==> src/rtl/afr_pkg.sv <==
package afr_pkg;

	localparam logic [7:0] DELIM_BYTE        = 8'h7E;
	localparam logic [7:0] CMD_BYTE          = 8'h01;
	localparam logic [7:0] DUMP_BYTE         = 8'hFE;
	localparam logic [7:0] SUM_OK            = 8'hFF;
	localparam logic [7:0] SAMPLE_TYPE_RESET = 8'h92;

	localparam logic KIND_SAMPLE = 1'b0;
	localparam logic KIND_DUMP   = 1'b1;

	// one result from the parser, qualified by valid
	typedef struct packed {
		logic       valid;
		logic       kind;
		logic [7:0] first;
		logic [7:0] second;
	} afr_result_t;

endpackage

==> src/rtl/afr_parser.sv <==
module afr_parser import afr_pkg::*; (
	input  logic        clk,
	input  logic        arst_n,
	input  logic        cfg_write_en,
	input  logic [7:0]  cfg_write_data,
	input  logic        step,
	input  logic [7:0]  byte_in,
	output afr_result_t result
);

	typedef enum logic [4:0] {
		PH_HUNT   = 5'b00001,
		PH_LEN_HI = 5'b00010,
		PH_LEN_LO = 5'b00100,
		PH_BODY   = 5'b01000,
		PH_CMD    = 5'b10000
	} phase_t;

	phase_t      phase_q, phase_d;
	logic [7:0]  sample_type_q;
	logic [7:0]  length_low_q, length_low_d;
	logic [8:0]  position_q, position_d;
	logic [7:0]  sum_q, sum_d;
	logic [7:0]  first_q, first_d;
	logic [7:0]  older_q, older_d;
	logic [7:0]  newer_q, newer_d;
	logic [7:0]  sum_next;
	logic [7:0]  first_eff;
	logic        at_end;

	assign sum_next  = sum_q + byte_in;
	assign first_eff = (position_q == 9'd0) ? byte_in : first_q;
	assign at_end    = (position_q == {1'b0, length_low_q});

	always_comb begin
		phase_d      = phase_q;
		length_low_d = length_low_q;
		position_d   = position_q;
		sum_d        = sum_q;
		first_d      = first_q;
		older_d      = older_q;
		newer_d      = newer_q;
		result       = '0;
		unique case (phase_q)
			PH_LEN_HI: begin
				older_d = byte_in;
				sum_d   = 8'd0;
				phase_d = PH_LEN_LO;
			end
			PH_LEN_LO: begin
				length_low_d = byte_in;
				newer_d      = byte_in;
				position_d   = 9'd0;
				phase_d      = PH_BODY;
			end
			PH_BODY: begin
				sum_d      = sum_next;
				first_d    = first_eff;
				position_d = position_q + 9'd1;
				if (at_end) begin
					if (sum_next == SUM_OK && first_eff == sample_type_q) begin
						result.valid  = 1'b1;
						result.kind   = KIND_SAMPLE;
						result.first  = older_q;
						result.second = newer_q;
					end
					phase_d = PH_HUNT;
				end else begin
					// shift the two-byte window
					older_d = newer_q;
					newer_d = byte_in;
				end
			end
			PH_CMD: begin
				if (byte_in == DUMP_BYTE) begin
					result.valid = 1'b1;
					result.kind  = KIND_DUMP;
				end
				phase_d = PH_HUNT;
			end
			default: begin
				if (byte_in == DELIM_BYTE)
					phase_d = PH_LEN_HI;
				else if (byte_in == CMD_BYTE)
					phase_d = PH_CMD;
				else
					phase_d = PH_HUNT;
			end
		endcase
	end

	always_ff @(posedge clk or negedge arst_n) begin
		if (!arst_n) begin
			phase_q       <= PH_HUNT;
			sample_type_q <= SAMPLE_TYPE_RESET;
			length_low_q  <= 8'd0;
			position_q    <= 9'd0;
			sum_q         <= 8'd0;
			first_q       <= 8'd0;
			older_q       <= 8'd0;
			newer_q       <= 8'd0;
		end else begin
			if (cfg_write_en)
				sample_type_q <= cfg_write_data;
			if (step) begin
				phase_q      <= phase_d;
				length_low_q <= length_low_d;
				position_q   <= position_d;
				sum_q        <= sum_d;
				first_q      <= first_d;
				older_q      <= older_d;
				newer_q      <= newer_d;
			end
		end
	end

`ifndef NO_ASSERTIONS
	a_result_phase: assert property (@(posedge clk) disable iff (!arst_n)
		result.valid |-> (phase_q == PH_BODY || phase_q == PH_CMD))
		else $error("result outside body or command phase");

	a_body_bound: assert property (@(posedge clk) disable iff (!arst_n)
		(phase_q == PH_BODY) |-> (position_q <= {1'b0, length_low_q}))
		else $error("body position ran past frame length");
`endif

endmodule

==> src/rtl/api_frame_receiver.sv <==
// channel | direction | handshake            | payload
// input   | in        | in_valid / in_stall  | rx_byte
// output  | out       | out_valid / out_stall| event_kind, sample_first, sample_second
// config  | in        | cfg_write_en         | cfg_write_data
//
// One byte per cycle sustained unless out_stall holds a pending result.
// The input register feeds the parser; the parser writes the result register.
// Reset returns the parser to hunting and sets the sample type to 0x92.
// A stalled result holds the result register; the input register then holds too.
module api_frame_receiver import afr_pkg::*; (
	input  logic       clk,
	input  logic       arst_n,
	input  logic       cfg_write_en,
	input  logic [7:0] cfg_write_data,
	input  logic       in_valid,
	output logic       in_stall,
	input  logic [7:0] rx_byte,
	output logic       out_valid,
	input  logic       out_stall,
	output logic       event_kind,
	output logic [7:0] sample_first,
	output logic [7:0] sample_second
);

	logic        valid_s1;
	logic [7:0]  byte_s1;
	logic        out_free;
	logic        advance;
	afr_result_t result;
	logic        out_valid_s2;
	logic        kind_s2;
	logic [7:0]  first_s2;
	logic [7:0]  second_s2;

	assign out_free = !out_valid_s2 || !out_stall;
	assign advance  = valid_s1 && out_free;
	assign in_stall = valid_s1 && !out_free;

	afr_parser u_parser (
		.clk            (clk),
		.arst_n         (arst_n),
		.cfg_write_en   (cfg_write_en),
		.cfg_write_data (cfg_write_data),
		.step           (advance),
		.byte_in        (byte_s1),
		.result         (result)
	);

	always_ff @(posedge clk or negedge arst_n) begin
		if (!arst_n) begin
			valid_s1     <= 1'b0;
			out_valid_s2 <= 1'b0;
		end else begin
			if (!in_stall)
				valid_s1 <= in_valid;
			if (out_free)
				out_valid_s2 <= advance && result.valid;
		end
	end

	always_ff @(posedge clk) begin
		if (in_valid && !in_stall)
			byte_s1 <= rx_byte;
		if (advance && result.valid) begin
			kind_s2   <= result.kind;
			first_s2  <= result.first;
			second_s2 <= result.second;
		end
	end

	assign out_valid     = out_valid_s2;
	assign event_kind    = kind_s2;
	assign sample_first  = first_s2;
	assign sample_second = second_s2;

`ifndef NO_ASSERTIONS
	a_no_step_when_blocked: assert property (@(posedge clk) disable iff (!arst_n)
		(out_valid_s2 && out_stall) |-> !advance)
		else $error("parser advanced into a blocked result register");

	a_dump_zero: assert property (@(posedge clk) disable iff (!arst_n)
		(out_valid_s2 && kind_s2 == KIND_DUMP) |-> (first_s2 == 8'd0 && second_s2 == 8'd0))
		else $error("dump request carries nonzero sample bytes");
`endif

endmodule
==> config.mk <==
export PLATFORM = sky130hd
export DESIGN_NAME = api_frame_receiver
export DESIGN_NICKNAME = d
export VERILOG_FILES = /design/src/rtl/afr_pkg.sv /design/src/rtl/afr_parser.sv /design/src/rtl/api_frame_receiver.sv
export SDC_FILE = /design/constraint.sdc
export NUM_CORES = 1
export LEC_CHECK = 0
export BUFFER_PORTS_ARGS = -buffer_cell sky130_fd_sc_hd__buf_2
export CAP_MARGIN = 20
export CORE_ASPECT_RATIO = 0.7
export CORE_MARGIN = 2
export CORE_UTILIZATION = 53
export DETAILED_ROUTE_END_ITERATION = 8
export GPL_TIMING_DRIVEN = 0
export PLACE_DENSITY_LB_ADDON = 0.05
export REMOVE_ABC_BUFFERS = 1
export SETUP_SLACK_MARGIN = 0.1
export SLEW_MARGIN = 20
export SYNTH_ARGS = -nofsm -noshare
export SYNTH_HDL_FRONTEND = slang
export SYNTH_SLANG_ARGS = --single-unit
==> constraint.sdc <==
create_clock -name clk -period 3.21 [get_ports clk]
set_input_delay 0.8025 -clock clk [delete_from_list [all_inputs] [get_ports clk]]
set_output_delay 0.8025 -clock clk [all_outputs]
set_load 0.05 [all_outputs]
==> results of run 1 <==
[stage by stage]
| step | std cells | utilization, % | setup TNS [ps] | setup slack (ps) |
|---|---|---|---|---|
| after floorplan | 337 | - | 0 | 43.6 |
| after detailed placement | 478 | 58.2 | -13140 | -775 |
| after global placement | 477 | 57.8 | -11410 | -673 |
| after CTS | 497 | 62.6 | 0 | 208 |
| after global routing | 498 | 62.8 | 0 | 95.5 |
| final | 498 | 62.8 | 0 | 244 |
[sequential cells by signal, summed over array words and instances, names as in the netlist]
signal / flops
event_kind: 1
byte_s1: 8
u_parser.sample_type_q: 8
u_parser.newer_q: 8
sample_second: 8
sample_first: 8
u_parser.length_low_q: 8
out_valid: 1
u_parser.sum_q: 8
u_parser.phase_q: 5
u_parser.older_q: 8
u_parser.first_q: 8
valid_s1: 1
u_parser.position_q: 9
[routing by layer]
layer,vias up,share of wire (%)
met3,4,4.1
met1,1413,49
met4,0,0.70
met2,59,46
met5,-,0
li1,1330,-
[cells in the mapped netlist (all sizes together), types with 2 or more instances]
master  instances  share of area [%]
a21o            2               0.36
a21oi          14                1.7
a221o           2               0.48
a22o            7                1.5
and2           18                2.7
and3            4               0.59
and4b           2               0.48
buf             5               0.71
clkbuf          3               0.27
dfrtp          60                 36
dfstp           4                2.5
edfxtp         25                 18
ha              9                2.7
inv            10               0.89
mux2           30                8.0
mux2i           8                1.9
nand2          24                2.2
nand2b          3               0.45
nand3           6               0.71
nand4           5               0.74
nor2           22                2.0
nor2b           3               0.45
nor3            6               0.71
nor4            4                1.3
nor4b           2               0.77
o21a            4               0.71
o21ai          13                1.5
o22ai           2               0.30
o31ai           2               0.36
o41ai           2               0.42
or3             3               0.45
xnor2          17                3.5
xor2           15                3.1
[placed cells by master (no fill, tap or decap), types with 5 or more instances in the layout]
| cell type | count |
|---|---|
| nand4_1 | 5 |
| dfrtp_1 | 60 |
| nor3_1 | 6 |
| mux2_2 | 29 |
| o21ai_0 | 12 |
| xor2_1 | 15 |
| ha_1 | 9 |
| mux2i_1 | 8 |
| buf_2 | 38 |
| a21oi_1 | 14 |
| and2_1 | 18 |
| nand3_1 | 6 |
| xnor2_1 | 17 |
| a22o_1 | 7 |
| edfxtp_1 | 25 |
| clkbuf_16 | 9 |
| inv_1 | 10 |
| nand2_1 | 23 |
| nor2_1 | 21 |
[logic make-up (layout without fill, tap and decap cells)]
kind of cell | Yosys count | after routing | synth area share (%)
compound gates | 55 | 56 | 8.68
xor+xnor | 32 | 32 | 6.66
fa+ha+maj | 10 | 10 | 3.15
buf+inv | 18 | 69 | 1.87
flops | 89 | 89 | 56.0
mux | 38 | 38 | 9.93
simple gates | 103 | 103 | 13.7
[critical path, stage by stage, from the launching register on]
cell      delay, ps
edfxtp_1        570
ha_1            370
a211oi_1        330
o31ai_1         160
o22ai_1         210
xnor2_1         180
nand2_1         120
nor4_4          250
buf_4           220
o21a_4          250
[worst max path at each step]
| stage | end | startpoint | slack (ps) | depth (start not counted) |
|---|---|---|---|---|
| floorplan | event_kind | byte_s1[0] | 40 | 9 |
| global placement | sample_second[0] | byte_s1[0] | -670 | 9 |
| detailed placement | sample_first[0] | byte_s1[0] | -770 | 9 |
| CTS | sample_first[4] | byte_s1[0] | 210 | 10 |
| global route | sample_first[4] | byte_s1[0] | 100 | 10 |
| finish | sample_first[4] | byte_s1[1] | 240 | 9 |
[power by group]
part	internal [mW]	switching, mW
registers	1.19	0.0341
logic	0.0507	0.0604
clock network	0.678	0.416
total	1.91	0.511
[cell type report]
type                            instances  area (µm²)  share of cell area, %
Timing Repair Buffer                   43         248                   5.08
Clock buffer                           10         229                   4.69
Tap cell                              101         126                   2.59
Inverter                               10        37.5                  0.769
Sequential cell                        89        2360                   48.3
Clock inverter                          6        82.6                   1.69
Multi-Input combinational cell        239        1800                   36.9
[timing repair]
item,4_1_cts,5_1_grt
endpoints found under the setup margin,34,17
resized for setup,2,1
buffers inserted,3,0
pin swaps,1,0
cloned,0,1
==> metrics.txt, run 1 <==
core area 7770 µm²; Top-Level Pins 40; number of flops mapped to enable cells by yosys 25; asr flop ratio synth 71.9%; Gate Count Post-Synth 345; busiest grt layer met2; half-perimeter wire length after placement between 5 and 6 mm; Min Clock Period, post-route about 3000 ps; CTS tree done; ratio of cells with drive above 1 in the final layout 24.4%; leakage power 2.20 nW; row count 27; Max Slew Vio Count 0; Tightest Pin Transition 745 ps; FF-to-FF Start byte_s1[1]; PortBufs 39; Mapped Avg Cell Area around 12 µm²; final clock skew ~7.0 ps; Ys Warns 0; Worst setup SP type flip-flop; Root Buffer clkbuf_16; met1 GRT Util 30.3%; total power 2.43 mW; Worst slew margin ~50%; Area Overhead vs Synth 15.9%; GRT Util Overall 21.6%; CTS buffer count 9; Clock Path Buffers 2; DRT iter0 DRCs around 170; DP Area ~4500 µm²; DIE AREA a little under 9000 µm²; met3 Use GR under 10%; clock sinks a little under 90; Max Cap Violations 0; # hold bufs at CTS 0; power density of the placed cells between 400 and 500 nW/µm²; clk_lat worst skew between 300 and 400 ps; drt wl/cell roughly 18 µm; global placer's final weighted congestion ~0.85; Worst setup EP type flip-flop; DRT Wirelength 8.77 mm; Routed Antenna Nets 0; initial antenna violation count 0; WHS 328 ps; final hold vios 0; Netlist cell types 49; n_diodes 0; FF+latch count, synth 89; r2r endpoint sample_first[4]; largest net degree at the start of global routing 51; vias per cell 5.63; Critical Path Fanout Max 9; Overflow after GRT 0; Die X 111 µm; Tcrit/Tclk final between 90 and 100%; clock-pin slew on the worst setup and hold paths roughly 60 ps; Nets 423; final setup fails 0; Initial DRT Pass Iterations 4; Critical Path RT between 3000 and 4000 ps; Seq/Total Area, Yosys between 50 and 60%; fillcell total around 630; maximum vdd drop ~0.35 mV; reg2reg path depth 9; first-pass GRT wire length 14.3 mm; outcome completed; initial core utilization roughly 54%; Peak Freq roughly 340 MHz; H-Tree Depth 3; vias ~2800; residual DRC count 0; Top FF cell, synth dfrtp_1; met2 Use GR between 30% and 40%; Hold WC Path Type in -> async; RSZ-0062 raised after global routing true; mapped cell area ~4200 µm²; CP Data Arrival Time approximately 3000 ps; vias in the first global route about 2800; critical path type reg -> reg; R2R Setup Slk between 200 and 250 ps; DIE HEIGHT between 70 and 80 µm; post-route cell area a little under 5000 µm²
(Power assumes the default switching activity.)
==> inputs of run 2 (changes only) <==
--- a/config.mk
+++ b/config.mk
@@ -8,12 +8,10 @@
 export BUFFER_PORTS_ARGS = -buffer_cell sky130_fd_sc_hd__buf_2
 export CAP_MARGIN = 20
 export CORE_ASPECT_RATIO = 0.7
-export CORE_MARGIN = 2
 export CORE_UTILIZATION = 53
 export DETAILED_ROUTE_END_ITERATION = 8
 export GPL_TIMING_DRIVEN = 0
 export PLACE_DENSITY_LB_ADDON = 0.05
-export REMOVE_ABC_BUFFERS = 1
 export SETUP_SLACK_MARGIN = 0.1
 export SLEW_MARGIN = 20
 export SYNTH_ARGS = -nofsm -noshare
==> run 2 against run 1 <==
Net effect:
- final area is 3.0% higher
- first-iteration DRC count grew 3.6%
- clock skew grew 1.5 ps
- final cell count up 2.8%
- combinational power rose by 16%
- sequential cell count did not move
==> metrics.txt, run 2 (synthesis gave the netlist of run 1 again) <==
Synth Net Count roughly 380; RSZ-0062 raised after global routing false; critical path type reg -> reg; pre-CTS setup slack -375 ps (+400 ps); Worst setup SP type flip-flop; DRT iter0 DRCs 172 (+3.6%); residual DRC count 0 (unchanged); Hold WC Path Type in -> async; final setup fails 0 (unchanged); final hold vios 0 (unchanged); drt wl/cell 17.3 µm (-1.7%); outcome completed; CTS buffer count 9 (unchanged); clock-pin slew on the worst setup and hold paths 60 ps (about the same); Overflow after GRT 0 (unchanged); first-pass GRT wire length 14.3 mm (+0.15%); CP Data Arrival Time 2990 ps (about the same); vias in the first global route 2873 (+4.4%); Tcrit/Tclk final 91.8% (-0.63 points); Top-Level Pins 40 (unchanged); Clock Path Buffers 2 (unchanged); DRT Wirelength 8.87 mm (+1.1%); Area Overhead vs Synth 19.4%; ratio of cells with drive above 1 in the final layout 26.8% (+2.4 points); Slowest cell on crit path dfrtp_1; maximum vdd drop 0.502 mV (+45%); Max Slew Vio Count 0 (unchanged); clock sinks 89 (unchanged); Critical Path RT 3250 ps (about the same); cell family with most CP delay simple AND/OR/NAND/NOR gates; final clock skew 8.51 ps (+1.50 ps); Buf/Inv on CP 2 (+1); Nets 440 (+4.0%); final worst slack 264 ps (+20.1 ps); CTS tree done; global placer's final weighted congestion 0.811 (-4.8%); row count 26 (-3.7%); half-perimeter wire length after placement 5.98 mm (+3.4%); Worst setup EP type flip-flop; Critical Path Fanout Max 8 (-1); GRT Util Overall 23.0% (+1.4 points); WHS 388 ps (+59.7 ps); power density of the placed cells 517 nW/µm² (+4.0%); largest register by flop count u_parser.position_q; vias 2877 (+2.5%); initial antenna violation count 0 (unchanged); crit-path max cell delay 430 ps (-140 ps); vias per cell 5.62 (-0.27%); most common cell after layout, fill and taps aside dfrtp_1; Min Clock Period, post-route 2950 ps (-20.1 ps); Routed Antenna Nets 0 (unchanged); initial core utilization 56.3% (+2.1 points); DIE HEIGHT 76.6 µm (-2.5%); H-Tree Depth 3 (unchanged); CP Cell Sequence inv_1 -> ha_1 -> nor4b_4 -> nand2_2 -> mux2_1 -> a32oi_1 -> nand4_1 -> nor4_4 -> buf_6 -> o21a_4; PortBufs 39 (unchanged); DIE AREA 8310 µm² (-4.3%); # hold bufs at CTS 0 (unchanged); Max Cap Violations 0 (unchanged); n_diodes 0 (unchanged); Peak Freq 339 MHz (+0.68%); Worst slew margin 48.1% (-2.1 points); largest net degree at the start of global routing 37 (-27%); max FFs per register 9 (unchanged); leakage power 2.28 nW (+3.7%); Initial DRT Pass Iterations 5 (+1); core area 7480 µm² (-3.7%); Tightest Pin Transition 776 ps (+31.4 ps); clk_lat worst skew 340 ps (about the same); commonest non-fill, non-tap cells in the layout dfrtp_1, buf_2, mux2_2; Die X 109 µm (-1.8%); Root Buffer clkbuf_16
-- run 2: area by class of cell --
type / instances / area [µm²]
plain buffers: 8 / 41.3
clock buffers: 10 / 229
clock inverters: 6 / 130
fillers: 566 / 2460
inverters: 10 / 37.5
multi-input cells: 240 / 1800
flip-flops and latches: 89 / 2360
well taps: 98 / 123
repair buffers: 51 / 300
-- run 2: metrics by stage --
step	TNS (ps)	utilization (%)	instances	power (mW)	area, µm²
6_report	0	67.1	512	2.60	5020
3_3_place_gp	-5260	60.5	482	1.35	4530
5_1_grt	0	67.1	512	2.67	5020
3_5_place_dp	-6340	60.8	483	1.35	4550
2_1_floorplan	0	-	345	1.29	4210
4_1_cts	0	66.1	503	2.61	4950
-- run 2: power breakdown --
| part | internal (mW) | total, mW | switching, mW |
|---|---|---|---|
| combinational | 0.0573 | 0.129 | 0.0721 |
| sequential | 1.19 | 1.21 | 0.0239 |
| clock | 0.837 | 1.26 | 0.421 |
-- run 2: repair_timing --
item / CTS / global route
pin swaps: 1 / 3
setup buffers: 4 / 7
hold endpoints to repair: 0 / 0
endpoints found under the setup margin: 17 / 17
cloned: 0 / 2
resized for setup: 1 / 2
-- run 2: path summary, 6_finish.rpt --
check / end / slack [ps] / from / depth (start not counted)
max in group asynchronous: u_parser.sample_type_q[1] / 2230 / arst_n / 2
worst max register to register: event_kind / 260 / u_parser.position_q[1] / 10
worst max-delay path: event_kind / 260 / u_parser.position_q[1] / 10
min in group clk: u_parser.sum_q[5] / 510 / u_parser.sum_q[5] / 1
worst min-delay path: u_parser.phase_q[4] / 390 / arst_n / 1
worst min register to register: u_parser.sum_q[5] / 510 / u_parser.sum_q[5] / 1
-- run 2: per-layer routing --
| metal | wire length, µm | GRT usage [%] | share of wire [%] |
|---|---|---|---|
| met1 | 4460 | 34.1 | 50 |
| met2 | 3810 | 33.2 | 43 |
| met3 | 501 | 6.24 | 5.7 |
| met4 | 93 | 5.68 | 1.0 |
| met5 | 0 | 0 | 0 |
